--- src/rtl/date_time_text_formatter_macros.svh ---
// Assertion macros shared by the formatter modules.
// Every module that uses them has clk and rst in scope.
`ifndef DATE_TIME_TEXT_FORMATTER_MACROS_SVH
`define DATE_TIME_TEXT_FORMATTER_MACROS_SVH
`ifndef SYNTHESIS
// Same-cycle implication.
`define DTF_ASSERT_IMPL(lbl, ante, cons) \
  lbl: assert property (@(posedge clk) disable iff (rst) (ante) |-> (cons)) \
    else $error("dtf: assertion failed");
// Next-cycle implication.
`define DTF_ASSERT_NEXT(lbl, ante, cons) \
  lbl: assert property (@(posedge clk) disable iff (rst) (ante) |=> (cons)) \
    else $error("dtf: assertion failed");
`else
`define DTF_ASSERT_IMPL(lbl, ante, cons)
`define DTF_ASSERT_NEXT(lbl, ante, cons)
`endif
`endif

--- src/rtl/dtf_pkg.sv ---
package dtf_pkg;

  // Fixed field widths
  localparam int CHAR_W     = 8;
  localparam int YEAR_W     = 14;
  localparam int MONTH_W    = 4;
  localparam int DAY_W      = 5;
  localparam int HOUR_W     = 5;
  localparam int MINUTE_W   = 6;
  localparam int SECOND_W   = 6;
  localparam int MILLI_W    = 10;
  localparam int WEEKDAY_W  = 3;
  localparam int CFG_IDX_W  = 3;
  localparam int CFG_DATA_W = 14;
  localparam int COUNT_W    = 9;
  localparam int LEN_W      = 4;
  localparam int NUM_DIGITS = 5;
  localparam int DIGIT_CNT_W = 3;
  localparam int NAME_CHARS = 9;
  localparam int NAME_W     = NAME_CHARS * CHAR_W;

  // Emitted-text limit; later format bytes are dropped
  localparam logic [COUNT_W-1:0] OUT_LIMIT = 9'd250;
  localparam logic [COUNT_W-1:0] COUNT_MAX = 9'd511;

  // Queue depth default
  localparam int QUEUE_DEPTH_DEF = 4;

  // Reciprocal of ten: (v * RECIP_10) >> RECIP_SHIFT == v / 10 for 16-bit v
  localparam logic [15:0] RECIP_10    = 16'd52429;
  localparam int          RECIP_SHIFT = 19;

  // Register indexes
  localparam logic [CFG_IDX_W-1:0] REG_YEAR    = 3'd0;
  localparam logic [CFG_IDX_W-1:0] REG_MONTH   = 3'd1;
  localparam logic [CFG_IDX_W-1:0] REG_DAY     = 3'd2;
  localparam logic [CFG_IDX_W-1:0] REG_HOUR    = 3'd3;
  localparam logic [CFG_IDX_W-1:0] REG_MINUTE  = 3'd4;
  localparam logic [CFG_IDX_W-1:0] REG_SECOND  = 3'd5;
  localparam logic [CFG_IDX_W-1:0] REG_MILLI   = 3'd6;
  localparam logic [CFG_IDX_W-1:0] REG_WEEKDAY = 3'd7;

  // Character codes
  localparam logic [CHAR_W-1:0] CH_NUL     = 8'h00;
  localparam logic [CHAR_W-1:0] CH_PERCENT = 8'h25;
  localparam logic [CHAR_W-1:0] CH_ZERO    = 8'h30;
  localparam logic [CHAR_W-1:0] CH_YEAR4   = 8'h59; // Y
  localparam logic [CHAR_W-1:0] CH_YEAR2   = 8'h79; // y
  localparam logic [CHAR_W-1:0] CH_MONTH   = 8'h6D; // m
  localparam logic [CHAR_W-1:0] CH_DAY     = 8'h64; // d
  localparam logic [CHAR_W-1:0] CH_HOUR    = 8'h48; // H
  localparam logic [CHAR_W-1:0] CH_MINUTE  = 8'h4D; // M
  localparam logic [CHAR_W-1:0] CH_SECOND  = 8'h53; // S
  localparam logic [CHAR_W-1:0] CH_MILLI   = 8'h66; // f
  localparam logic [CHAR_W-1:0] CH_WDAY_F  = 8'h41; // A
  localparam logic [CHAR_W-1:0] CH_WDAY_A  = 8'h61; // a
  localparam logic [CHAR_W-1:0] CH_MON_F   = 8'h42; // B
  localparam logic [CHAR_W-1:0] CH_MON_A   = 8'h62; // b

  typedef enum logic [1:0] {
    CMD_CHAR,   // one byte
    CMD_PCT,    // percent sign then the byte
    CMD_NUM,    // decimal number
    CMD_NAME    // weekday or month name
  } cmd_kind_t;

  typedef enum logic [1:0] {
    NAME_DAY_FULL,
    NAME_DAY_ABBR,
    NAME_MON_FULL,
    NAME_MON_ABBR
  } name_kind_t;

  // Command passed from front to back
  typedef struct packed {
    cmd_kind_t               kind;
    logic [CHAR_W-1:0]       chr;
    logic [YEAR_W-1:0]       num;
    name_kind_t              name_kind;
    logic [MONTH_W-1:0]      name_idx;
    logic [LEN_W-1:0]        len;   // body bytes, terminator not counted
    logic                    last;  // terminator follows the body
  } cmd_t;

  typedef struct packed {
    logic [LEN_W-1:0]  len;
    logic [NAME_W-1:0] text;  // first byte in the top bits
  } name_t;

  typedef enum logic [1:0] {
    BK_IDLE,
    BK_CONV,
    BK_BODY,
    BK_TERM
  } bk_state_t;

  // Name table: weekdays 0..6, months 0..12 (0 is empty)
  function automatic name_t name_entry(name_kind_t kind, logic [MONTH_W-1:0] idx);
    name_t e;
    e.len  = 4'd0;
    e.text = "         ";
    unique case (kind)
      NAME_DAY_FULL: begin
        unique case (idx)
          4'd0:    begin e.len = 4'd6; e.text = "Sunday   "; end
          4'd1:    begin e.len = 4'd6; e.text = "Monday   "; end
          4'd2:    begin e.len = 4'd7; e.text = "Tuesday  "; end
          4'd3:    begin e.len = 4'd9; e.text = "Wednesday"; end
          4'd4:    begin e.len = 4'd8; e.text = "Thursday "; end
          4'd5:    begin e.len = 4'd6; e.text = "Friday   "; end
          4'd6:    begin e.len = 4'd8; e.text = "Saturday "; end
          default: begin e.len = 4'd0; e.text = "         "; end
        endcase
      end
      NAME_DAY_ABBR: begin
        unique case (idx)
          4'd0:    begin e.len = 4'd3; e.text = "Sun      "; end
          4'd1:    begin e.len = 4'd3; e.text = "Mon      "; end
          4'd2:    begin e.len = 4'd3; e.text = "Tue      "; end
          4'd3:    begin e.len = 4'd3; e.text = "Wed      "; end
          4'd4:    begin e.len = 4'd3; e.text = "Thu      "; end
          4'd5:    begin e.len = 4'd3; e.text = "Fri      "; end
          4'd6:    begin e.len = 4'd3; e.text = "Sat      "; end
          default: begin e.len = 4'd0; e.text = "         "; end
        endcase
      end
      NAME_MON_FULL: begin
        unique case (idx)
          4'd1:    begin e.len = 4'd7; e.text = "January  "; end
          4'd2:    begin e.len = 4'd8; e.text = "February "; end
          4'd3:    begin e.len = 4'd5; e.text = "March    "; end
          4'd4:    begin e.len = 4'd5; e.text = "April    "; end
          4'd5:    begin e.len = 4'd3; e.text = "May      "; end
          4'd6:    begin e.len = 4'd4; e.text = "June     "; end
          4'd7:    begin e.len = 4'd4; e.text = "July     "; end
          4'd8:    begin e.len = 4'd6; e.text = "August   "; end
          4'd9:    begin e.len = 4'd9; e.text = "September"; end
          4'd10:   begin e.len = 4'd7; e.text = "October  "; end
          4'd11:   begin e.len = 4'd8; e.text = "November "; end
          4'd12:   begin e.len = 4'd8; e.text = "December "; end
          default: begin e.len = 4'd0; e.text = "         "; end
        endcase
      end
      NAME_MON_ABBR: begin
        unique case (idx)
          4'd1:    begin e.len = 4'd3; e.text = "Jan      "; end
          4'd2:    begin e.len = 4'd3; e.text = "Feb      "; end
          4'd3:    begin e.len = 4'd3; e.text = "Mar      "; end
          4'd4:    begin e.len = 4'd3; e.text = "Apr      "; end
          4'd5:    begin e.len = 4'd3; e.text = "May      "; end
          4'd6:    begin e.len = 4'd3; e.text = "Jun      "; end
          4'd7:    begin e.len = 4'd3; e.text = "Jul      "; end
          4'd8:    begin e.len = 4'd3; e.text = "Aug      "; end
          4'd9:    begin e.len = 4'd3; e.text = "Sep      "; end
          4'd10:   begin e.len = 4'd3; e.text = "Oct      "; end
          4'd11:   begin e.len = 4'd3; e.text = "Nov      "; end
          4'd12:   begin e.len = 4'd3; e.text = "Dec      "; end
          default: begin e.len = 4'd0; e.text = "         "; end
        endcase
      end
      default: begin e.len = 4'd0; e.text = "         "; end
    endcase
    return e;
  endfunction

  // Decimal digits of v, at least minw
  function automatic logic [LEN_W-1:0] num_len(logic [YEAR_W-1:0] v,
                                               logic [LEN_W-1:0] minw);
    logic [LEN_W-1:0] n;
    if (v >= 14'd10000)     n = 4'd5;
    else if (v >= 14'd1000) n = 4'd4;
    else if (v >= 14'd100)  n = 4'd3;
    else if (v >= 14'd10)   n = 4'd2;
    else                    n = 4'd1;
    return (n > minw) ? n : minw;
  endfunction

endpackage

--- src/rtl/dtf_queue.sv ---
`include "date_time_text_formatter_macros.svh"

module dtf_queue #(
  parameter int DEPTH = dtf_pkg::QUEUE_DEPTH_DEF
) (
  input  logic          clk,
  input  logic          rst,
  input  logic          push,
  input  dtf_pkg::cmd_t push_cmd,
  output logic          full,
  output logic          head_valid,
  output dtf_pkg::cmd_t head_cmd,
  input  logic          pop_ready
);

  localparam int PTR_W = (DEPTH > 1) ? $clog2(DEPTH) : 1;
  localparam int CNT_W = $clog2(DEPTH + 1);

  dtf_pkg::cmd_t     entry [DEPTH];
  logic [PTR_W-1:0]  wr_ptr, rd_ptr;
  logic [CNT_W-1:0]  count;
  logic              pop;

  assign full       = (count == CNT_W'(DEPTH));
  assign head_valid = (count != '0);
  assign head_cmd   = entry[rd_ptr];
  assign pop        = head_valid && pop_ready;

  // Storage
  always_ff @(posedge clk) begin
    if (push) begin
      entry[wr_ptr] <= push_cmd;
    end
  end

  // Pointers and fill level
  always_ff @(posedge clk) begin
    if (rst) begin
      wr_ptr <= '0;
      rd_ptr <= '0;
      count  <= '0;
    end else begin
      if (push) begin
        wr_ptr <= (wr_ptr == PTR_W'(DEPTH - 1)) ? '0 : wr_ptr + 1'b1;
      end
      if (pop) begin
        rd_ptr <= (rd_ptr == PTR_W'(DEPTH - 1)) ? '0 : rd_ptr + 1'b1;
      end
      if (push && !pop) begin
        count <= count + 1'b1;
      end else if (pop && !push) begin
        count <= count - 1'b1;
      end
    end
  end

  `DTF_ASSERT_IMPL(a_no_push_when_full, full, !push)

endmodule

--- config.mk ---
export PLATFORM = sky130hd
export DESIGN_NAME = dtf_queue
export DESIGN_NICKNAME = d
export VERILOG_FILES = /design/src/rtl/dtf_pkg.sv /design/src/rtl/dtf_queue.sv
export VERILOG_INCLUDE_DIRS = /design/src /design/src/rtl
export SDC_FILE = /design/constraint.sdc
export NUM_CORES = 1
export LEC_CHECK = 0
export ABC_AREA = 1
export BUFFER_PORTS_ARGS = -buffer_cell sky130_fd_sc_hd__buf_4
export CAP_MARGIN = 25
export CORE_MARGIN = 2
export CORE_UTILIZATION = 30
export DETAILED_ROUTE_END_ITERATION = 6
export GPL_ROUTABILITY_DRIVEN = 0
export PLACE_DENSITY_LB_ADDON = 0.2
export SLEW_MARGIN = 20
export SYNTH_ARGS = -nofsm -noshare
export SYNTH_HDL_FRONTEND = slang
export SYNTH_SLANG_ARGS = --single-unit
--- constraint.sdc ---
create_clock -name clk -period 2.22 [get_ports clk]
set_clock_uncertainty 0.15 [all_clocks]
set_input_delay 0.333 -clock clk [delete_from_list [all_inputs] [get_ports clk]]
set_output_delay 0.333 -clock clk [all_outputs]
set_load 0.03 [all_outputs]
==> results of run 1 <==
-- final cells by class --
| type | instances | area [µm²] |
|---|---|---|
| clock inverters | 13 | 205 |
| well taps | 234 | 293 |
| repair buffers | 126 | 1140 |
| fillers | 1712 | 11000 |
| inverters | 16 | 72.6 |
| multi-input cells | 216 | 1080 |
| repair inverters | 1 | 8.76 |
| clock buffers | 19 | 433 |
| flip-flops and latches | 149 | 4390 |
-- synth_stat cells (2+ instances only) --
master / instances
edfxtp_1: 140
nor2_1: 80
o21ai_0: 51
o22ai_1: 35
o21ai_1: 21
inv_1: 14
nand2_1: 13
buf_2: 12
dfxtp_1: 9
buf_4: 8
ha_1: 6
a21oi_1: 3
nor3_1: 2
-- placed cells by master (no fill, tap or decap), types with 2 or more instances in the layout --
cell type	instances
nor2_1	80
o21ai_0	51
buf_12	8
edfxtp_1	140
ha_1	6
nor3_1	2
inv_2	5
clkinv_2	4
dlygate4sd3_1	36
o22ai_1	34
buf_6	2
buf_4	80
a21oi_1	3
bufinv_16	5
clkbuf_16	17
dfxtp_1	7
clkinvlp_4	2
nand2_1	13
inv_1	10
dfxtp_4	2
clkbuf_1	2
o21ai_1	21
-- worst register-to-register path, delay by kind of cell, from the launching register on --
family | cells | cell delay, ns
adders and majority gates | 2 | 0.59
and+or+nand+nor | 7 | 0.58
DFF | 1 | 0.34
buffers and inverters | 3 | 0.19
-- final timing paths --
path                            startpoint     endpoint  slack [ns]
worst max register to register    count[1]     count[2]        0.28
worst max-delay path             flip-flop  head_cmd[8]        0.08
worst min-delay path             pop_ready    flip-flop        0.09
worst min register to register    count[2]     count[2]        0.39
-- layer usage --
| metal | routed length (µm) | vias to the layer above | global-route usage |
|---|---|---|---|
| met4 | 220 | 0 | 0.0579 |
| li1 | - | 1737 | - |
| met3 | 535 | 19 | 0.0348 |
| met2 | 6170 | 78 | 0.221 |
| met1 | 5840 | 1793 | 0.165 |
| met5 | 0 | - | 0 |
-- repair_timing --
action                                  in CTS  in global routing
setup buffers                                0                  2
endpoints found under the hold margin      142                  0
pin swaps                                    0                  2
gates cloned                                 0                  1
gates resized for setup                     10                  7
endpoints found under the setup margin      29                 17
hold buffers                                36                  0
-- flip-flops by register name, summed over array words and instances, names as in the netlist, named ones only --
register  flops
count         3
rd_ptr        2
entry       140
wr_ptr        2
-- power by group through the flow --
stage / Sequential (mW) / Combinational [mW] / Clock (mW)
2_1_floorplan: 3.36 / 1.82 / 0
3_5_place_dp: 3.42 / 2.83 / 0
6_report: 3.37 / 2.98 / 3.07
3_3_place_gp: 3.41 / 2.80 / 0
5_1_grt: 3.39 / 3.22 / 3.27
4_1_cts: 3.38 / 2.93 / 3.15
-- cell families (layout without fill, tap and decap cells) --
group                      Yosys count  in the layout  synth area share
AOI/OAI and AO/OA                  110            110             0.105
xor gates and xnor gates             1              1           0.00155
adders and majority gates            7              7            0.0168
buffers and inverters               37            175            0.0343
DFF                                149            149             0.775
and+or+nand+nor                     98             98            0.0668
==> results_dict.tcl, run 1 <==
set metrics [dict create \
    outcome "complete, no violations" \
    cp.required_ns 1.74 \
    critPathCaptureType "primary output" \
    dr.pass1.iters 4 \
    vias 3627 \
    clkSlewWorstSetupHoldPaths_ns 0.06 \
    grt_start_max_net_pins 36 \
    p_clk_frac 0.326 \
    slowest_delay_ns 0.46 \
    crit_type "reg2out" \
    fp.dieW_um 141 \
    async_reset_ff_frac 0 \
    critical_path.top_delay_family "flip-flops" \
    p_int_mw 6.33 \
    coreArea_um2 18600 \
    setup_ws_ns 0.0773 \
    ys_warn_count 0 \
    synth_seq_area_share 0.775 \
    period_needed_ns 2.14 \
    final_antenna_net_count 0 \
    die_h_um 141 \
    io_pins 76 \
    synth_area_um2 5650 \
    worst_hold_slack_ns 0.0879 \
    slew_violations 0 \
    fin_crit_sh 0.965 \
    cts.path.max_buffers 2 \
    seq_power_share 0.358 \
    slew_headroom 0.833 \
    fin_area_um2 7630 \
    nets 573 \
    synth-edff-count 140 \
    grt_pass1_vias 3650 \
    placed_area_um2 6540 \
    drc_errors 0 \
    r2r_cells 12 \
    dpl.cell_count 703 \
    hp-class "in2reg" \
    drive_above_1_share 0.241 \
    vdd_drop_max_v 0.000543 \
    cap_violations 0 \
    synthToLayoutAreaGrowth_pct 34.9 \
    fmax_mhz 467 \
    finalPower_mw 9.42 \
    p_sw_frac 0.328 \
    postSynthCellCount 402 \
    yosys-top-cells-area "edfxtp_1 74%, nor2_1 5.3%, o21ai_0 4.5%" \
    p_per_area_nw_per_um2 1230 \
    synth_nets 448 \
    grt_pass1_wl_mm 19.9 \
    worst_slew_pin_slew_ns 0.250 \
    p_leak_nw 2.78 \
    start_util 0.304 \
    netlist.area_leader.share 0.744 \
    rsz0062_at_grt "no" \
    num_rows 50 \
    htreeDepth 4 \
    cts_num_sinks 149 \
    gr-usage-all-layers 0.133 \
    critical_path.max_fanout 35 \
    viasPerCell 4.69 \
    synth.distinct_cells 21 \
    port_buffers 75 \
    wirelength_mm 12.8 \
    worstSkewPairLatency_ns 0.42 \
    overflow 0 \
    diodes 0 \
    cts_tree "built" \
    synth_top_cell_by_area "edfxtp_1" \
    critPathSlowestCell "dfxtp_4" \
    pre_cts_slack_ns 0.297 \
    hold_depth 4 \
    dp_hpwl_mm 7.59 \
    finalSetupViolCount 0 \
    crit_cells 4 \
    p_sw_mw 3.09 \
    cts_made_buffers 17 \
    dr.first_iter.drc_count 217 \
    finish.utilization 0.411 \
    antenna_found_initial 0 \
    dieArea_um2 20000 \
    syn_area_per_cell_um2 14.1 \
    tns_ns 0 \
    cp.arrival_ns 1.66 \
    wire_per_inst_um 16.5 \
    start_kind "flip-flop" \
    ys.flop_type "edfxtp_1" \
    cp_num_buf_inv 2 \
    final_cells 774 \
    pwr-share-comb 0.316 \
    synth_seq_cells 149 \
    hold_viol 0 \
    crit_chain "buf_12 -> o21ai_0 -> o22ai_1 -> buf_4" \
    root_buffer "clkbuf_16" \
]
Power figures use the tool's default switching activity.
==> run 2, diff against run 1 <==
Settings changed: CTS_CLUSTER_SIZE from default to 25, GPL_ROUTABILITY_DRIVEN 0 to default, REMOVE_ABC_BUFFERS from default to 1.
==> run 2 against run 1 <==
Power is 1.5% lower. Design area hardly changed. Core utilization is essentially flat. Setup slack improved by 0.0076 ns. Cell count up 0.26%. Sequential power about the same. Clock power decreased by 5%. Hold slack improved by 0.029 ns. Wire length is 1.0% lower. Sequential cell count stayed put. Global-route usage hardly changed. Die area unchanged. Highest routed layer unchanged.
==> results_dict.tcl, run 2 (synthesized netlist as in run 1, its figures left out) <==
set metrics [dict create \
    start_kind "flip-flop" \
    hold_depth 3 \
    p_per_area_nw_per_um2 1220 \
    overflow 0 \
    top_register "entry" \
    root_buffer "clkbuf_16" \
    htreeDepth 4 \
    dr.first_iter.drc_count 229 \
    critical_path.max_fanout 16 \
    coreArea_um2 18600 \
    critPathCaptureType "primary output" \
    pre_cts_slack_ns 0.289 \
    placed_area_um2 6560 \
    wire_per_inst_um 16.3 \
    period_needed_ns 2.14 \
    cts_made_buffers 17 \
    dp_hpwl_mm 7.43 \
    fin_crit_sh 0.962 \
    reg_top3 "entry: 140 flops, count: 3 flops" \
    gp_congestion 0.702 \
    slew_headroom 0.789 \
    drive_above_1_share 0.240 \
    final_common_cell "edfxtp_1" \
    diodes 0 \
    viasPerCell 4.66 \
    die_h_um 141 \
    grt_pass1_vias 3693 \
    gr-usage-all-layers 0.133 \
    final_antenna_net_count 0 \
    io_pins 76 \
    finish.utilization 0.411 \
    worstSkewPairLatency_ns 0.42 \
    fin_area_um2 7630 \
    cts_num_sinks 149 \
    vdd_drop_max_v 0.000719 \
    synthToLayoutAreaGrowth_pct 35.0 \
    largest_reg_flops 140 \
    p_clk_frac 0.315 \
    num_rows 50 \
    dr.pass1.iters 6 \
    cp.arrival_ns 1.65 \
    p_leak_nw 2.79 \
    worst_slew_pin_slew_ns 0.317 \
    p_sw_mw 3.06 \
    crit_type "reg2out" \
    wirelength_mm 12.6 \
    fillCellCount 1702 \
    cts_tree "built" \
    antenna_found_initial 0 \
    regArea_um2 4390 \
    outcome "complete, no violations" \
    p_sw_frac 0.329 \
    reg2reg_slack_ns 0.26 \
    drc_errors 0 \
    cap_violations 0 \
    slew_violations 0 \
    fp.dieW_um 141 \
    cp.required_ns 1.74 \
    hold_viol 0 \
    seq_power_share 0.361 \
    start_util 0.304 \
    r2r_cells 8 \
    grt_start_max_net_pins 36 \
    vias 3620 \
    multi_input_area_um2 1080 \
    clkSlewWorstSetupHoldPaths_ns 0.06 \
    pwr-share-comb 0.324 \
    cts.path.max_buffers 2 \
    grt_pass1_wl_mm 19.7 \
    finalSetupViolCount 0 \
    dieArea_um2 20000 \
    most-common-layout-cells "140 x edfxtp_1, 80 x nor2_1, 80 x buf_4" \
    p_int_mw 6.22 \
    setup_ws_ns 0.0849 \
    nets 575 \
    fmax_mhz 468 \
    hp-class "in2reg" \
    port_buffers 75 \
]
==> run 2: per-layer routing <==
metal  vias to the layer above  track usage  wire (µm)
met5                         -            0          0
met4                         0       0.0489        154
met3                         9       0.0530        780
met2                        81        0.211       5970
met1                      1785        0.164       5730
li1                       1745            -          -
==> run 2: area by class of cell <==
| cell class | count | area share |
|---|---|---|
| Inverter | 16 | 0.00951 |
| Sequential cell | 149 | 0.575 |
| Clock inverter | 5 | 0.00738 |
| Timing Repair Buffer | 129 | 0.154 |
| Multi-Input combinational cell | 216 | 0.142 |
| Tap cell | 234 | 0.0384 |
| Clock buffer | 27 | 0.0744 |
==> run 2: worst paths after layout <==
path	endpoint	start
max	head_cmd[11]	flip-flop
min reg2reg	wr_ptr[1]	wr_ptr[1]
min	wr_ptr[1]	push
max reg2reg	count[1]	count[0]
==> run 2: timing repair <==
action | CTS | global route
endpoints found under the setup margin | 31 | 12
gates resized for setup | 9 | 9
setup buffers | 0 | 4
hold buffers | 36 | 0
cloned | 0 | 0
pin swaps | 0 | 2
hold endpoints to repair | 142 | 0
==> run 2: metrics by stage <==
stage                     instances  total power [mW]  hold slack [ns]  TNS [ns]
after floorplan                 381              5.05            0.255    -19.64
after global placement          704              6.25            0.356         0
after detailed placement        704              6.29            0.366         0
after CTS                       772              9.34           0.0887         0
after global routing            776              9.74            0.132  -0.00585
final                           776              9.28            0.117         0
==> run 2: worst max-delay path: stages, from the launching register on <==
cell and delay, ns:
dfxtp_2 0.38, buf_4 0.24, o21ai_1 0.09, o22ai_1 0.29, buf_4 0.23
==> run 2: power groups by stage <==
stage | Combinational, mW | Sequential (mW) | Clock [mW]
final | 3.01 | 3.35 | 2.92
after global routing | 3.27 | 3.37 | 3.11
after CTS | 2.98 | 3.36 | 3.00
after detailed placement | 2.89 | 3.40 | 0
after global placement | 2.86 | 3.39 | 0
after floorplan | 1.58 | 3.46 | 0
==> run 3, diff against run 2 <==
Clock period 2.22 ns to 2.4 ns, I/O delays scaled along.
==> run 3 against run 2 <==
Clock-buffer cell count did not move. Wire length down 0.64%. Cell count shrank 1.2%. Power is 13% lower. Design area decreased by 3.1%. Clock power shrank 21%. Sequential power decreased by 8.1%. Register-to-register slack better by 0.20 ns. Critical path type unchanged.
==> results_dict.tcl, run 3 (synthesized netlist as in run 1, its figures left out) <==
set metrics [dict create \
    worst_slew_pin_slew_ns 0.442 \
    grt_start_max_net_pins 71 \
    cts_made_buffers 17 \
    port_buffers 75 \
    slew_violations 0 \
    final_common_cell "edfxtp_1" \
    die_h_um 141 \
    most-common-layout-cells "140 x edfxtp_1, 81 x buf_4, 80 x nor2_1" \
    critPathCaptureType "primary output" \
    p_leak_nw 2.67 \
    slew_headroom 0.705 \
    gp_congestion 0.707 \
    reg_top3 "entry: 140 flops, count: 3 flops" \
    fin_area_um2 7400 \
    antenna_found_initial 0 \
    viasPerCell 4.67 \
    dieArea_um2 20000 \
    drive_above_1_share 0.227 \
    critPathSlowestCell "dfxtp_2" \
    p_per_area_nw_per_um2 1090 \
    cap_violations 0 \
    io_pins 76 \
    wirelength_mm 12.6 \
    crit_type "reg2out" \
    hp-class "in2reg" \
    placed_area_um2 6530 \
    crit_chain "inv_6 -> buf_4 -> o21ai_0 -> o22ai_1 -> buf_4" \
    dp_hpwl_mm 7.41 \
    vdd_drop_max_v 0.000482 \
    cts.path.max_buffers 2 \
    overflow 0 \
    synthToLayoutAreaGrowth_pct 30.9 \
    critical_path.top_delay_family "buffers and inverters" \
    dr.pass1.iters 4 \
    crit_cells 5 \
    period_needed_ns 2.29 \
    cts_num_sinks 149 \
    start_util 0.304 \
    gr-usage-all-layers 0.132 \
    diodes 0 \
    fp.dieW_um 141 \
    slowest_delay_ns 0.35 \
    wire_per_inst_um 16.4 \
    grt_pass1_vias 3584 \
    top_register "entry" \
    reg2reg_to "count[2]" \
    reg2reg_slack_ns 0.46 \
    dr.first_iter.drc_count 209 \
    outcome "complete, no violations" \
    finalPower_mw 8.05 \
    critical_path.max_fanout 34 \
    root_buffer "clkbuf_16" \
    start_kind "flip-flop" \
    drc_errors 0 \
    nets 566 \
    clkSlewWorstSetupHoldPaths_ns 0.06 \
    rsz0062_at_grt "no" \
    fmax_mhz 437 \
    crit_top_cell "buf_4" \
    coreArea_um2 18600 \
    num_rows 50 \
    pre_cts_slack_ns 0.480 \
    grt_pass1_wl_mm 19.7 \
    final_antenna_net_count 0 \
    finalSetupViolCount 0 \
    cp_num_buf_inv 3 \
    hold_viol 0 \
    worst_r2r_startpoint "count[1]" \
    hold_depth 1 \
    cts_tree "built" \
    cp.required_ns 1.89 \
    fin_crit_sh 0.953 \
    largest_reg_flops 140 \
    worstSkewPairLatency_ns 0.41 \
    vias 3580 \
    htreeDepth 4 \
    cts_setup_buffers 0 \
    r2r_cells 12 \
    setup_ws_ns 0.113 \
    worst_hold_slack_ns 0.0265 \
    critical_path.endpoint "head_cmd[6]" \
    cp.arrival_ns 1.78 \
]
==> run 3: how the worst min path moves through the flow <==
stage | end | from
floorplan | count[0] | rst
detailed placement | flip-flop | rd_ptr[1]
global placement | flip-flop | rd_ptr[1]
global route | entry[3][20] | push_cmd[20]
finish | entry[3][20] | push_cmd[20]
CTS | entry[3][20] | push_cmd[20]
==> run 3: metal layers <==
metal | global-route usage | share of wire | routed length, µm | vias to the layer above
met5 | 0 | 0 | 0 | -
met4 | 0.0411 | 0.0077 | 97 | 0
met3 | 0.0462 | 0.056 | 701 | 10
met2 | 0.214 | 0.49 | 6090 | 71
met1 | 0.166 | 0.45 | 5670 | 1777
li1 | - | - | - | 1722
==> run 3: area by class of cell <==
type	count	area (µm²)
fill	1736	11200
sequential	149	4390
multi-input combinational	216	1080
timing repair buffer	120	1050
clock buffer	27	493
tap	234	293
inverter	16	67.6
clock inverter	5	27.5
==> run 3: repair_timing <==
| action | 4_1_cts | 5_1_grt |
|---|---|---|
| hold buffers | 33 | 0 |
| endpoints found under the setup margin | 1 | 1 |
| resized for setup | 3 | 1 |
| hold endpoints to repair | 130 | 0 |
==> run 3: power by group <==
part / leakage, nW / switching [mW] / total [mW] / internal [mW]
Clock: 0.255 / 0.925 / 2.32 / 1.40
Sequential: 1.36 / 0.0739 / 3.08 / 3.00
Combinational: 1.05 / 1.74 / 2.65 / 0.912
==> run 3: through the flow <==
step	setup TNS (ns)	std cells	util
global route	0	767	0.398
detailed placement	0	702	0.352
finish	0	767	0.398
floorplan	-14.29	381	-
CTS	0	767	0.398
global placement	0	702	0.352
