[src/rtl/date_time_text_formatter_macros.svh]
// Assertion macros shared by the formatter modules.
// Every module that uses them has clk and rst in scope.
`ifndef DATE_TIME_TEXT_FORMATTER_MACROS_SVH
`define DATE_TIME_TEXT_FORMATTER_MACROS_SVH
`ifndef SYNTHESIS
// Same-cycle implication.
`define DTF_ASSERT_IMPL(lbl, ante, cons) \
  lbl: assert property (@(posedge clk) disable iff (rst) (ante) |-> (cons)) \
    else $error("dtf: assertion failed");
// Next-cycle implication.
`define DTF_ASSERT_NEXT(lbl, ante, cons) \
  lbl: assert property (@(posedge clk) disable iff (rst) (ante) |=> (cons)) \
    else $error("dtf: assertion failed");
`else
`define DTF_ASSERT_IMPL(lbl, ante, cons)
`define DTF_ASSERT_NEXT(lbl, ante, cons)
`endif
`endif

[src/rtl/dtf_pkg.sv]
package dtf_pkg;

  // Fixed field widths
  localparam int CHAR_W     = 8;
  localparam int YEAR_W     = 14;
  localparam int MONTH_W    = 4;
  localparam int DAY_W      = 5;
  localparam int HOUR_W     = 5;
  localparam int MINUTE_W   = 6;
  localparam int SECOND_W   = 6;
  localparam int MILLI_W    = 10;
  localparam int WEEKDAY_W  = 3;
  localparam int CFG_IDX_W  = 3;
  localparam int CFG_DATA_W = 14;
  localparam int COUNT_W    = 9;
  localparam int LEN_W      = 4;
  localparam int NUM_DIGITS = 5;
  localparam int DIGIT_CNT_W = 3;
  localparam int NAME_CHARS = 9;
  localparam int NAME_W     = NAME_CHARS * CHAR_W;

  // Emitted-text limit; later format bytes are dropped
  localparam logic [COUNT_W-1:0] OUT_LIMIT = 9'd250;
  localparam logic [COUNT_W-1:0] COUNT_MAX = 9'd511;

  // Queue depth default
  localparam int QUEUE_DEPTH_DEF = 4;

  // Reciprocal of ten: (v * RECIP_10) >> RECIP_SHIFT == v / 10 for 16-bit v
  localparam logic [15:0] RECIP_10    = 16'd52429;
  localparam int          RECIP_SHIFT = 19;

  // Register indexes
  localparam logic [CFG_IDX_W-1:0] REG_YEAR    = 3'd0;
  localparam logic [CFG_IDX_W-1:0] REG_MONTH   = 3'd1;
  localparam logic [CFG_IDX_W-1:0] REG_DAY     = 3'd2;
  localparam logic [CFG_IDX_W-1:0] REG_HOUR    = 3'd3;
  localparam logic [CFG_IDX_W-1:0] REG_MINUTE  = 3'd4;
  localparam logic [CFG_IDX_W-1:0] REG_SECOND  = 3'd5;
  localparam logic [CFG_IDX_W-1:0] REG_MILLI   = 3'd6;
  localparam logic [CFG_IDX_W-1:0] REG_WEEKDAY = 3'd7;

  // Character codes
  localparam logic [CHAR_W-1:0] CH_NUL     = 8'h00;
  localparam logic [CHAR_W-1:0] CH_PERCENT = 8'h25;
  localparam logic [CHAR_W-1:0] CH_ZERO    = 8'h30;
  localparam logic [CHAR_W-1:0] CH_YEAR4   = 8'h59; // Y
  localparam logic [CHAR_W-1:0] CH_YEAR2   = 8'h79; // y
  localparam logic [CHAR_W-1:0] CH_MONTH   = 8'h6D; // m
  localparam logic [CHAR_W-1:0] CH_DAY     = 8'h64; // d
  localparam logic [CHAR_W-1:0] CH_HOUR    = 8'h48; // H
  localparam logic [CHAR_W-1:0] CH_MINUTE  = 8'h4D; // M
  localparam logic [CHAR_W-1:0] CH_SECOND  = 8'h53; // S
  localparam logic [CHAR_W-1:0] CH_MILLI   = 8'h66; // f
  localparam logic [CHAR_W-1:0] CH_WDAY_F  = 8'h41; // A
  localparam logic [CHAR_W-1:0] CH_WDAY_A  = 8'h61; // a
  localparam logic [CHAR_W-1:0] CH_MON_F   = 8'h42; // B
  localparam logic [CHAR_W-1:0] CH_MON_A   = 8'h62; // b

  typedef enum logic [1:0] {
    CMD_CHAR,   // one byte
    CMD_PCT,    // percent sign then the byte
    CMD_NUM,    // decimal number
    CMD_NAME    // weekday or month name
  } cmd_kind_t;

  typedef enum logic [1:0] {
    NAME_DAY_FULL,
    NAME_DAY_ABBR,
    NAME_MON_FULL,
    NAME_MON_ABBR
  } name_kind_t;

  // Command passed from front to back
  typedef struct packed {
    cmd_kind_t               kind;
    logic [CHAR_W-1:0]       chr;
    logic [YEAR_W-1:0]       num;
    name_kind_t              name_kind;
    logic [MONTH_W-1:0]      name_idx;
    logic [LEN_W-1:0]        len;   // body bytes, terminator not counted
    logic                    last;  // terminator follows the body
  } cmd_t;

  typedef struct packed {
    logic [LEN_W-1:0]  len;
    logic [NAME_W-1:0] text;  // first byte in the top bits
  } name_t;

  typedef enum logic [1:0] {
    BK_IDLE,
    BK_CONV,
    BK_BODY,
    BK_TERM
  } bk_state_t;

  // Name table: weekdays 0..6, months 0..12 (0 is empty)
  function automatic name_t name_entry(name_kind_t kind, logic [MONTH_W-1:0] idx);
    name_t e;
    e.len  = 4'd0;
    e.text = "         ";
    unique case (kind)
      NAME_DAY_FULL: begin
        unique case (idx)
          4'd0:    begin e.len = 4'd6; e.text = "Sunday   "; end
          4'd1:    begin e.len = 4'd6; e.text = "Monday   "; end
          4'd2:    begin e.len = 4'd7; e.text = "Tuesday  "; end
          4'd3:    begin e.len = 4'd9; e.text = "Wednesday"; end
          4'd4:    begin e.len = 4'd8; e.text = "Thursday "; end
          4'd5:    begin e.len = 4'd6; e.text = "Friday   "; end
          4'd6:    begin e.len = 4'd8; e.text = "Saturday "; end
          default: begin e.len = 4'd0; e.text = "         "; end
        endcase
      end
      NAME_DAY_ABBR: begin
        unique case (idx)
          4'd0:    begin e.len = 4'd3; e.text = "Sun      "; end
          4'd1:    begin e.len = 4'd3; e.text = "Mon      "; end
          4'd2:    begin e.len = 4'd3; e.text = "Tue      "; end
          4'd3:    begin e.len = 4'd3; e.text = "Wed      "; end
          4'd4:    begin e.len = 4'd3; e.text = "Thu      "; end
          4'd5:    begin e.len = 4'd3; e.text = "Fri      "; end
          4'd6:    begin e.len = 4'd3; e.text = "Sat      "; end
          default: begin e.len = 4'd0; e.text = "         "; end
        endcase
      end
      NAME_MON_FULL: begin
        unique case (idx)
          4'd1:    begin e.len = 4'd7; e.text = "January  "; end
          4'd2:    begin e.len = 4'd8; e.text = "February "; end
          4'd3:    begin e.len = 4'd5; e.text = "March    "; end
          4'd4:    begin e.len = 4'd5; e.text = "April    "; end
          4'd5:    begin e.len = 4'd3; e.text = "May      "; end
          4'd6:    begin e.len = 4'd4; e.text = "June     "; end
          4'd7:    begin e.len = 4'd4; e.text = "July     "; end
          4'd8:    begin e.len = 4'd6; e.text = "August   "; end
          4'd9:    begin e.len = 4'd9; e.text = "September"; end
          4'd10:   begin e.len = 4'd7; e.text = "October  "; end
          4'd11:   begin e.len = 4'd8; e.text = "November "; end
          4'd12:   begin e.len = 4'd8; e.text = "December "; end
          default: begin e.len = 4'd0; e.text = "         "; end
        endcase
      end
      NAME_MON_ABBR: begin
        unique case (idx)
          4'd1:    begin e.len = 4'd3; e.text = "Jan      "; end
          4'd2:    begin e.len = 4'd3; e.text = "Feb      "; end
          4'd3:    begin e.len = 4'd3; e.text = "Mar      "; end
          4'd4:    begin e.len = 4'd3; e.text = "Apr      "; end
          4'd5:    begin e.len = 4'd3; e.text = "May      "; end
          4'd6:    begin e.len = 4'd3; e.text = "Jun      "; end
          4'd7:    begin e.len = 4'd3; e.text = "Jul      "; end
          4'd8:    begin e.len = 4'd3; e.text = "Aug      "; end
          4'd9:    begin e.len = 4'd3; e.text = "Sep      "; end
          4'd10:   begin e.len = 4'd3; e.text = "Oct      "; end
          4'd11:   begin e.len = 4'd3; e.text = "Nov      "; end
          4'd12:   begin e.len = 4'd3; e.text = "Dec      "; end
          default: begin e.len = 4'd0; e.text = "         "; end
        endcase
      end
      default: begin e.len = 4'd0; e.text = "         "; end
    endcase
    return e;
  endfunction

  // Decimal digits of v, at least minw
  function automatic logic [LEN_W-1:0] num_len(logic [YEAR_W-1:0] v,
                                               logic [LEN_W-1:0] minw);
    logic [LEN_W-1:0] n;
    if (v >= 14'd10000)     n = 4'd5;
    else if (v >= 14'd1000) n = 4'd4;
    else if (v >= 14'd100)  n = 4'd3;
    else if (v >= 14'd10)   n = 4'd2;
    else                    n = 4'd1;
    return (n > minw) ? n : minw;
  endfunction

endpackage

[src/rtl/dtf_front.sv]
module dtf_front (
  input  logic                            clk,
  input  logic                            rst,
  // format byte stream
  input  logic                            s_tvalid,
  output logic                            s_tready,
  input  logic [dtf_pkg::CHAR_W-1:0]      s_char,
  input  logic                            s_last,
  // register writes
  input  logic                            cfg_valid,
  output logic                            cfg_ready,
  input  logic [dtf_pkg::CFG_IDX_W-1:0]   cfg_index,
  input  logic [dtf_pkg::CFG_DATA_W-1:0]  cfg_data,
  // to queue
  output logic                            push,
  output dtf_pkg::cmd_t                   push_cmd,
  input  logic                            q_full
);

  logic [dtf_pkg::YEAR_W-1:0]    year_value;
  logic [dtf_pkg::MONTH_W-1:0]   month_value;
  logic [dtf_pkg::DAY_W-1:0]     day_value;
  logic [dtf_pkg::HOUR_W-1:0]    hour_value;
  logic [dtf_pkg::MINUTE_W-1:0]  minute_value;
  logic [dtf_pkg::SECOND_W-1:0]  second_value;
  logic [dtf_pkg::MILLI_W-1:0]   milli_value;
  logic [dtf_pkg::WEEKDAY_W-1:0] weekday_value;

  logic                          percent_pending, percent_pending_next;
  logic [dtf_pkg::COUNT_W-1:0]   emitted_count, emitted_count_next;

  logic                          s_fire;
  logic [dtf_pkg::MONTH_W-1:0]   month_idx;
  logic [dtf_pkg::MONTH_W-1:0]   wday_idx;
  dtf_pkg::cmd_t                 cmd;
  dtf_pkg::name_t                name;
  logic [dtf_pkg::COUNT_W:0]     count_sum;

  assign cfg_ready = 1'b1;
  assign s_tready  = !q_full;
  assign s_fire    = s_tvalid && s_tready;

  // Register file
  always_ff @(posedge clk) begin
    if (rst) begin
      year_value    <= '0;
      month_value   <= '0;
      day_value     <= '0;
      hour_value    <= '0;
      minute_value  <= '0;
      second_value  <= '0;
      milli_value   <= '0;
      weekday_value <= '0;
    end else if (cfg_valid) begin
      unique case (cfg_index)
        dtf_pkg::REG_YEAR:    year_value    <= cfg_data;
        dtf_pkg::REG_MONTH:   month_value   <= cfg_data[dtf_pkg::MONTH_W-1:0];
        dtf_pkg::REG_DAY:     day_value     <= cfg_data[dtf_pkg::DAY_W-1:0];
        dtf_pkg::REG_HOUR:    hour_value    <= cfg_data[dtf_pkg::HOUR_W-1:0];
        dtf_pkg::REG_MINUTE:  minute_value  <= cfg_data[dtf_pkg::MINUTE_W-1:0];
        dtf_pkg::REG_SECOND:  second_value  <= cfg_data[dtf_pkg::SECOND_W-1:0];
        dtf_pkg::REG_MILLI:   milli_value   <= cfg_data[dtf_pkg::MILLI_W-1:0];
        dtf_pkg::REG_WEEKDAY: weekday_value <= cfg_data[dtf_pkg::WEEKDAY_W-1:0];
      endcase
    end
  end

  // Name indexes: month mod 13, weekday mod 7
  assign month_idx = (month_value >= 4'd13) ? month_value - 4'd13 : month_value;
  assign wday_idx  = (weekday_value == 3'd7) ? 4'd0 : {1'b0, weekday_value};

  // Classify the byte
  always_comb begin
    cmd           = '0;
    cmd.kind      = dtf_pkg::CMD_CHAR;
    cmd.chr       = s_char;
    cmd.num       = year_value;
    cmd.name_kind = dtf_pkg::NAME_DAY_FULL;
    cmd.name_idx  = wday_idx;
    cmd.len       = '0;
    cmd.last      = s_last;
    name          = dtf_pkg::name_entry(dtf_pkg::NAME_DAY_FULL, wday_idx);
    percent_pending_next = percent_pending;
    if (percent_pending) begin
      percent_pending_next = 1'b0;
      unique case (s_char)
        dtf_pkg::CH_YEAR4: begin
          cmd.kind = dtf_pkg::CMD_NUM;
          cmd.num  = year_value;
          cmd.len  = dtf_pkg::num_len(year_value, 4'd4);
        end
        dtf_pkg::CH_YEAR2: begin
          // low two digits of the year are the year mod 100
          cmd.kind = dtf_pkg::CMD_NUM;
          cmd.num  = year_value;
          cmd.len  = 4'd2;
        end
        dtf_pkg::CH_MONTH: begin
          cmd.kind = dtf_pkg::CMD_NUM;
          cmd.num  = {10'd0, month_value};
          cmd.len  = 4'd2;
        end
        dtf_pkg::CH_DAY: begin
          cmd.kind = dtf_pkg::CMD_NUM;
          cmd.num  = {9'd0, day_value};
          cmd.len  = 4'd2;
        end
        dtf_pkg::CH_HOUR: begin
          cmd.kind = dtf_pkg::CMD_NUM;
          cmd.num  = {9'd0, hour_value};
          cmd.len  = 4'd2;
        end
        dtf_pkg::CH_MINUTE: begin
          cmd.kind = dtf_pkg::CMD_NUM;
          cmd.num  = {8'd0, minute_value};
          cmd.len  = 4'd2;
        end
        dtf_pkg::CH_SECOND: begin
          cmd.kind = dtf_pkg::CMD_NUM;
          cmd.num  = {8'd0, second_value};
          cmd.len  = 4'd2;
        end
        dtf_pkg::CH_MILLI: begin
          cmd.kind = dtf_pkg::CMD_NUM;
          cmd.num  = {4'd0, milli_value};
          cmd.len  = dtf_pkg::num_len({4'd0, milli_value}, 4'd3);
        end
        dtf_pkg::CH_WDAY_F: begin
          cmd.kind      = dtf_pkg::CMD_NAME;
          cmd.name_kind = dtf_pkg::NAME_DAY_FULL;
          cmd.name_idx  = wday_idx;
          name          = dtf_pkg::name_entry(dtf_pkg::NAME_DAY_FULL, wday_idx);
          cmd.len       = name.len;
        end
        dtf_pkg::CH_WDAY_A: begin
          cmd.kind      = dtf_pkg::CMD_NAME;
          cmd.name_kind = dtf_pkg::NAME_DAY_ABBR;
          cmd.name_idx  = wday_idx;
          name          = dtf_pkg::name_entry(dtf_pkg::NAME_DAY_ABBR, wday_idx);
          cmd.len       = name.len;
        end
        dtf_pkg::CH_MON_F: begin
          cmd.kind      = dtf_pkg::CMD_NAME;
          cmd.name_kind = dtf_pkg::NAME_MON_FULL;
          cmd.name_idx  = month_idx;
          name          = dtf_pkg::name_entry(dtf_pkg::NAME_MON_FULL, month_idx);
          cmd.len       = name.len;
        end
        dtf_pkg::CH_MON_A: begin
          cmd.kind      = dtf_pkg::CMD_NAME;
          cmd.name_kind = dtf_pkg::NAME_MON_ABBR;
          cmd.name_idx  = month_idx;
          name          = dtf_pkg::name_entry(dtf_pkg::NAME_MON_ABBR, month_idx);
          cmd.len       = name.len;
        end
        dtf_pkg::CH_PERCENT: begin
          cmd.kind = dtf_pkg::CMD_CHAR;
          cmd.len  = 4'd1;
        end
        default: begin
          // unknown directive: echo percent and the byte
          cmd.kind = dtf_pkg::CMD_PCT;
          cmd.len  = 4'd2;
        end
      endcase
    end else if (emitted_count < dtf_pkg::OUT_LIMIT) begin
      if (s_char == dtf_pkg::CH_PERCENT && !s_last) begin
        percent_pending_next = 1'b1;
      end else begin
        cmd.len = 4'd1;
      end
    end
    if (s_last) begin
      percent_pending_next = 1'b0;
    end
  end

  assign push     = s_fire && (cmd.len != '0 || s_last);
  assign push_cmd = cmd;

  // Emitted count, saturating
  always_comb begin
    count_sum = {1'b0, emitted_count} + {{(dtf_pkg::COUNT_W + 1 - dtf_pkg::LEN_W){1'b0}}, cmd.len};
    if (s_last) begin
      emitted_count_next = '0;
    end else if (count_sum > {1'b0, dtf_pkg::COUNT_MAX}) begin
      emitted_count_next = dtf_pkg::COUNT_MAX;
    end else begin
      emitted_count_next = count_sum[dtf_pkg::COUNT_W-1:0];
    end
  end

  always_ff @(posedge clk) begin
    if (rst) begin
      percent_pending <= 1'b0;
      emitted_count   <= '0;
    end else if (s_fire) begin
      percent_pending <= percent_pending_next;
      emitted_count   <= emitted_count_next;
    end
  end

endmodule

[config.mk]
export PLATFORM = sky130hd
export DESIGN_NAME = dtf_front
export DESIGN_NICKNAME = d
export VERILOG_FILES = /design/src/rtl/date_time_text_formatter_macros.svh /design/src/rtl/dtf_pkg.sv /design/src/rtl/dtf_front.sv
export SDC_FILE = /design/constraint.sdc
export NUM_CORES = 1
export LEC_CHECK = 0
export BUFFER_PORTS_ARGS = -buffer_cell sky130_fd_sc_hd__buf_4
export CAP_MARGIN = 0
export CELL_PAD_IN_SITES_DETAIL_PLACEMENT = 1
export CELL_PAD_IN_SITES_GLOBAL_PLACEMENT = 2
export CORE_ASPECT_RATIO = 0.75
export CORE_MARGIN = 2
export CORE_UTILIZATION = 36
export CTS_BUF_LIST = sky130_fd_sc_hd__clkbuf_4 sky130_fd_sc_hd__clkbuf_8
export DETAILED_ROUTE_END_ITERATION = 10
export HOLD_SLACK_MARGIN = 0.05
export PLACE_DENSITY_LB_ADDON = 0.05
export SLEW_MARGIN = 20
export SYNTH_ARGS = -nofsm -noshare
export SYNTH_HDL_FRONTEND = slang
export SYNTH_SLANG_ARGS = --single-unit
[constraint.sdc]
create_clock -name clk -period 9.05 [get_ports clk]
set_input_delay 1.81 -clock clk [delete_from_list [all_inputs] [get_ports clk]]
set_output_delay 1.81 -clock clk [all_outputs]
set_load 0.01 [all_outputs]
==> results_dict.tcl, run 1 <==
set metrics [dict create \
    drv_cap 0 \
    seq_area_frac_synth_pct 33.3 \
    grt_pass1_vias 3578 \
    cts_resized 0 \
    port_buffers 67 \
    mappedNetlistArea_mm2 0.00379 \
    rows 32 \
    period_share_pct 67.1 \
    yosysUniqueCellTypes 67 \
    dr.pass1.iters 4 \
    yosys-top-cells-area "dfxtp_1, mux2i_1, nand2_1" \
    worstPathArrival_ns 4.26 \
    hold_viol 0 \
    clk-insertion-delay-late_ns 0.34 \
    clock_path_buffers 2 \
    dpl.hpwl_um 8810 \
    yosysTopAreaCellShare_pct 33.3 \
    nNetsFinal 560 \
    cp-start-kind "flop" \
    synth_warnings 0 \
    antenna_found_initial 0 \
    antennaDiodeCount 0 \
    gp_congestion 0.857 \
    setup_tns_ns 0 \
    max_freq_mhz 165 \
    dieArea_mm2 0.0114 \
    coreArea_mm2 0.0102 \
    worst_slew_pin_slew_ns 0.862 \
    wire_per_inst_um 18.0 \
    cp_max_fo 9 \
    synth_edf_count 0 \
    final.min_clock_period_ns 6.07 \
    final-setup-viol-count 0 \
    r2r_start "month_value[0]$_SDFFE_PP0P_" \
    postSynth.asyncResetShare_pct 0 \
    track_usage_pct 21.7 \
    die_h_um 92.8 \
    overflow 0 \
    cts.sinks 63 \
    synth_seq_cells 63 \
    min_from "milli_value[1]$_SDFFE_PP0P_" \
    endpoint "push" \
    drive_gt1_share_pct 18.8 \
    r2r-end "emitted_count[6]$_SDFFE_PP0P_" \
    p_leak_uw 0.00179 \
    grt_first_pass_wirelength_um 19100 \
    cts_tree "done" \
    floorplan.initialDensity_pct 36.9 \
    cts_buffers 9 \
    relSlewSlack_pct 42.4 \
    cts_root_buf "clkbuf_8" \
    syn_to_final_growth_pct 19.0 \
    clk_pin_slew_ns 0.08 \
    worstSetupPathType "reg -> out" \
    regToRegSetupSlack_ns 3.67 \
    power_density_mw_per_mm2 140 \
    vias_per_cell 5.53 \
    drt_wl_total_um 11900 \
    critPathMaxStageDelay_ns 0.53 \
    drv_slew 0 \
    synth_nets 518 \
    synth_cells 475 \
    die_w_um 122 \
    synth.largest_area_cell "dfxtp_1" \
    outcome "finished clean" \
    crit_chain "inv_1 -> ha_1 -> nor2b_1 -> or2_2 -> a21oi_1 -> ha_1 -> nand4b_1 -> o2bb2ai_1 -> o221ai_1 -> and2_1 -> o31a_1 -> o41a_1 -> buf_4" \
    reg2reg_depth 18 \
    irDropWorstVdd_v 0.0000913 \
    crit_top_cell "ha_1" \
    cts_hold_buf 0 \
    htreeDepth 3 \
    avgSynthCellArea_um2 7.97 \
    synth_ff_type "dfxtp_1" \
    antenna_left 0 \
    vias 3641 \
    hold_slack_ns 0.465 \
    clock_skew_ns 0.00830 \
    drc_errors 0 \
    crit_slowest_cell "dfxtp_1" \
    io_pins 69 \
    critical_path_required_ns 7.24 \
    grt_max_degree 64 \
    end_kind "output port" \
    hold_class "reg -> reg" \
    rsz0062_at_grt "no" \
    post-cts-setup-buffers 0 \
    startpoint "month_value[0]$_SDFFE_PP0P_" \
    drt_iter0_drc 168 \
]
[critical path: cells and delay by family, from the launching register on]
family	cells	cell delay [ns]
AO/OA/AOI/OAI	5	1.61
AND/OR/NAND/NOR	4	0.85
adder cells (fa/ha/maj)	2	0.61
flip-flops	1	0.53
buffers and inverters	2	0.33
[layout by cell type, fill, tap and decap left out, types with 6 or more instances in the layout]
cell type / count
nand2_1: 79
a31oi_1: 6
nor2_1: 43
nor2b_1: 9
and2_1: 7
a21oi_1: 41
nand3_1: 8
and3_1: 7
buf_4: 70
a22oi_1: 11
dfxtp_1: 63
ha_1: 11
mux2i_1: 30
o21ai_0: 15
clkbuf_8: 10
inv_1: 12
[report_power, final]
part,internal [uW],total [uW],switching (uW)
Sequential,282,287,4.87
Clock,164,281,117
Combinational,26.8,63.3,36.5
Total,473,631,158
[synthesized netlist by cell type, drive strengths merged (5+ instances only)]
library cell  number
inv               12
o21ai             16
a21oi             41
o211ai             5
nor2              43
o31ai              5
nor2b              9
ha                11
and2               7
a22oi             11
a211oi             5
a31oi              6
dfxtp             63
clkbuf            22
nand2             79
and3               7
buf               17
mux2i             30
nand3              8
[per-stage QoR]
step | std cells | cell area (um^2) | utilization [%] | total power (uW) | setup slack [ns]
2_1_floorplan | 475 | 3790 | - | 329 | 3.76
3_3_place_gp | 642 | 4280 | 41.7 | 355 | 3.20
3_5_place_dp | 642 | 4280 | 41.7 | 357 | 3.12
4_1_cts | 658 | 4510 | 44.0 | 641 | 2.92
5_1_grt | 658 | 4510 | 44.0 | 661 | 2.65
6_report | 658 | 4510 | 44.0 | 631 | 2.98
[routing by layer]
| layer | up-vias | global-route usage, % | part of all wire (%) |
|---|---|---|---|
| li1 | 1779 | - | - |
| met5 | - | 0 | 0 |
| met2 | 71 | 33.5 | 45 |
| met1 | 1787 | 31.2 | 50 |
| met3 | 4 | 4.74 | 4.4 |
| met4 | 0 | 3.64 | 0.55 |
[state kept, by name, summed over array words and instances (netlist names)]
name	cells
milli_value	10
minute_value	6
day_value	5
second_value	6
percent_pending	1
emitted_count	9
month_value	4
year_value	14
hour_value	5
weekday_value	3
[kinds of logic after synthesis]
logic type / share of synthesized area [%]
AOI/OAI and AO/OA: 22.3
xor gates and xnor gates: 0.694
adders and majority gates: 4.16
buffers and inverters: 6.74
DFF: 33.3
muxes: 7.93
other: 0.0990
and+or+nand+nor: 24.8
[final cells by class]
class,count,area (um^2)
Tap cell,136,170
Fill cell,1279,5740
Clock buffer,10,138
Timing Repair Buffer,70,526
Inverter,13,48.8
Clock inverter,6,93.8
Multi-Input combinational cell,360,2270
Sequential cell,63,1260
[how the worst min path moves through the flow]
| stage | slack [ns] | cells after the start | endpoint |
|---|---|---|---|
| final | 0.47 | 2 | milli_value[1]$_SDFFE_PP0P_ |
| after global routing | 0.48 | 2 | milli_value[1]$_SDFFE_PP0P_ |
| after CTS | 0.47 | 2 | milli_value[1]$_SDFFE_PP0P_ |
| after detailed placement | 0.46 | 2 | milli_value[1]$_SDFFE_PP0P_ |
| after global placement | 0.45 | 2 | emitted_count[0]$_SDFFE_PP0P_ |
| after floorplan | 0.44 | 2 | milli_value[0]$_SDFFE_PP0P_ |
Note: power is estimated with default switching activity, not from simulation.
==> run 2, diff against run 1 <==
- CORE_UTILIZATION: 36 -> 34
- clock period: 9.05 -> 6.1 ns (I/O delays scaled with it)
==> run 2 against run 1 <==
Net effect:
- routed wire length shrank 1.7%
- flip-flop and latch count is the same
- largest power group unchanged
- sequential share of layout area grew 0.33 points
- critical endpoint unchanged
- worst hold slack lost 0.0045 ns
- critical path depth is the same
- critical path type unchanged
- utilization shrank 3.1 points
- die area grew 5.7%
- cell count grew 0.46%
- sequential power grew 48%
- non-clock buffer count shrank 1
==> results_dict.tcl, run 2 (synthesis gave the netlist of run 1 again) <==
set metrics [dict create \
    cts_tree "done" \
    antenna_left 0 \
    coreArea_mm2 0.0109 \
    crit_chain "inv_1 -> ha_1 -> nor2b_1 -> or2_2 -> a21oi_1 -> ha_1 -> nand4b_1 -> o2bb2ai_1 -> o221ai_1 -> and2_1 -> o31a_1 -> o41a_1 -> buf_4" \
    outcome "finished clean" \
    fin_ws_ns 0.718 \
    dpl_cell_area_mm2 0.00427 \
    seqPwrFrac_pct 49.9 \
    design_area_mm2 0.00445 \
    final.min_clock_period_ns 5.38 \
    drc_errors 0 \
    internal-power_uw 613 \
    crit_slowest_cell "dfxtp_1" \
    setup_tns_ns 0 \
    p_leak_uw 0.00177 \
    hold_class "reg -> reg" \
    hold_viol 0 \
    comb_power_share_pct 11.0 \
    path_buf_inv 2 \
    clk_pin_slew_ns 0.08 \
    reg.largest.list "year_value x14, milli_value x10, emitted_count x9" \
    switchingPower_uw 240 \
    largest_reg_flops 14 \
    vias_per_cell 5.45 \
    io_pins 69 \
    gp_congestion 0.809 \
    track_usage_pct 19.8 \
    p_clk_share_pct 39.1 \
    clock_skew_ns 0.00860 \
    cts_root_buf "clkbuf_8" \
    antennaDiodeCount 0 \
    grt_max_degree 64 \
    drv_slew 0 \
    pre_cts_slack_ns 1.06 \
    overflow 0 \
    die_h_um 95.4 \
    mostFrequentLayoutCells "nand2_1, buf_4, dfxtp_1, nor2_1, a21oi_1" \
    drt_wl_total_um 11700 \
    cts_buffers 9 \
    worstPathArrival_ns 4.16 \
    htreeDepth 3 \
    crit_top_cell "ha_1" \
    worstSetupPathType "reg -> out" \
    end_kind "output port" \
    drv_cap 0 \
    cp-start-kind "flop" \
    antenna_found_initial 0 \
    grt_pass1_vias 3535 \
    worst_slew_pin_slew_ns 0.930 \
    die_w_um 126 \
    critical_path_required_ns 4.88 \
    cts_resized 0 \
    power_density_mw_per_mm2 192 \
    final_common_cell "nand2_1" \
    syn_to_final_growth_pct 17.6 \
    clock_path_buffers 2 \
    cts_hold_buf 0 \
    critPathMaxStageDelay_ns 0.48 \
    p_sw_share_pct 28.1 \
    cp_max_fo 9 \
    dieArea_mm2 0.0120 \
    nNetsFinal 559 \
    crit_family "compound AO/OA/AOI/OAI gates" \
    irDropWorstVdd_v 0.000119 \
    drt_iter0_drc 219 \
    max_freq_mhz 186 \
    port_buffers 67 \
    drive_gt1_share_pct 18.8 \
    relSlewSlack_pct 37.9 \
    regMostFlops "year_value" \
    clk-insertion-delay-late_ns 0.35 \
    rows 33 \
    final-setup-viol-count 0 \
    grt_first_pass_wirelength_um 18700 \
    dpl.hpwl_um 8700 \
    dr.pass1.iters 4 \
    post-cts-setup-buffers 0 \
    rsz0062_at_grt "no" \
    vias 3605 \
    cts.sinks 63 \
    wire_per_inst_um 17.6 \
    period_share_pct 88.2 \
    floorplan.initialDensity_pct 34.7 \
]
## run 2: cell count changes in the layout (fill, tap and decap cells not counted)
| cell | previous run | this run |
|---|---|---|
| buf_4 | 70 | 69 |
| bufinv_16 | 2 | 0 |
| clkbuf_4 | 0 | 1 |
| clkbuf_8 | 10 | 9 |
| clkinv_2 | 0 | 2 |
| clkinv_4 | 3 | 2 |
| clkinvlp_4 | 1 | 0 |
| inv_6 | 0 | 2 |
| nor3_1 | 3 | 2 |
| nor3_2 | 0 | 1 |
## run 2: final timing paths
check	startpoint	to	slack (ns)	depth (start not counted)
hold reg to reg	milli_value[2]$_SDFFE_PP0P_	milli_value[2]$_SDFFE_PP0P_	0.46	2
hold / removal	milli_value[2]$_SDFFE_PP0P_	milli_value[2]$_SDFFE_PP0P_	0.46	2
setup / recovery	month_value[0]$_SDFFE_PP0P_	push	0.72	13
setup reg to reg	month_value[0]$_SDFFE_PP0P_	emitted_count[6]$_SDFFE_PP0P_	0.95	18
## run 2: final cells by class
| class | instances | area, um^2 |
|---|---|---|
| multi-input combinational | 360 | 2270 |
| timing repair buffer | 69 | 518 |
| sequential | 63 | 1260 |
| clock buffer | 10 | 131 |
| inverter | 13 | 48.8 |
| fill | 1337 | 6450 |
| tap | 140 | 175 |
| clock inverter | 6 | 45.0 |
## run 2: worst register-to-register path, cell delays in order, from the launching register on
cell	delay, ns
dfxtp_1	0.48
inv_1	0.17
ha_1	0.33
nor2b_1	0.21
or2_2	0.34
a21oi_1	0.44
ha_1	0.27
nand4b_1	0.10
o2bb2ai_1	0.16
o221ai_1	0.15
and2_1	0.20
o31a_1	0.35
ha_1	0.31
a21o_1	0.10
a21oi_1	0.12
o21ba_2	0.25
nor3b_1	0.59
o21ai_0	0.21
a211oi_1	0.27
## run 2: layer usage
metal  part of all wire, %  track usage [%]  vias up  wire, um
li1                      -                -     1775         -
met1                    54             29.2     1747      6260
met2                    42             29.4       75      4850
met3                   3.7             4.04        8       429
met4                   1.0             5.31        0       118
met5                     0                0        -         0
## run 2: power groups by stage
| stage | clock [uW] | combinational [uW] | sequential, uW |
|---|---|---|---|
| 3_3_place_gp | 0 | 92.7 | 435 |
| 2_1_floorplan | 0 | 55.7 | 432 |
| 4_1_cts | 347 | 94.5 | 425 |
| 6_report | 334 | 94.1 | 425 |
| 5_1_grt | 368 | 104 | 426 |
| 3_5_place_dp | 0 | 94.1 | 435 |
## run 2: stage by stage
stage | hold WS, ns | cells | util, % | power [uW]
after floorplan | 0.436 | 475 | - | 488
after global placement | 0.443 | 645 | 39.2 | 527
after detailed placement | 0.450 | 645 | 39.2 | 529
after CTS | 0.462 | 661 | 40.8 | 867
after global routing | 0.486 | 661 | 40.9 | 898
final | 0.461 | 661 | 40.9 | 853
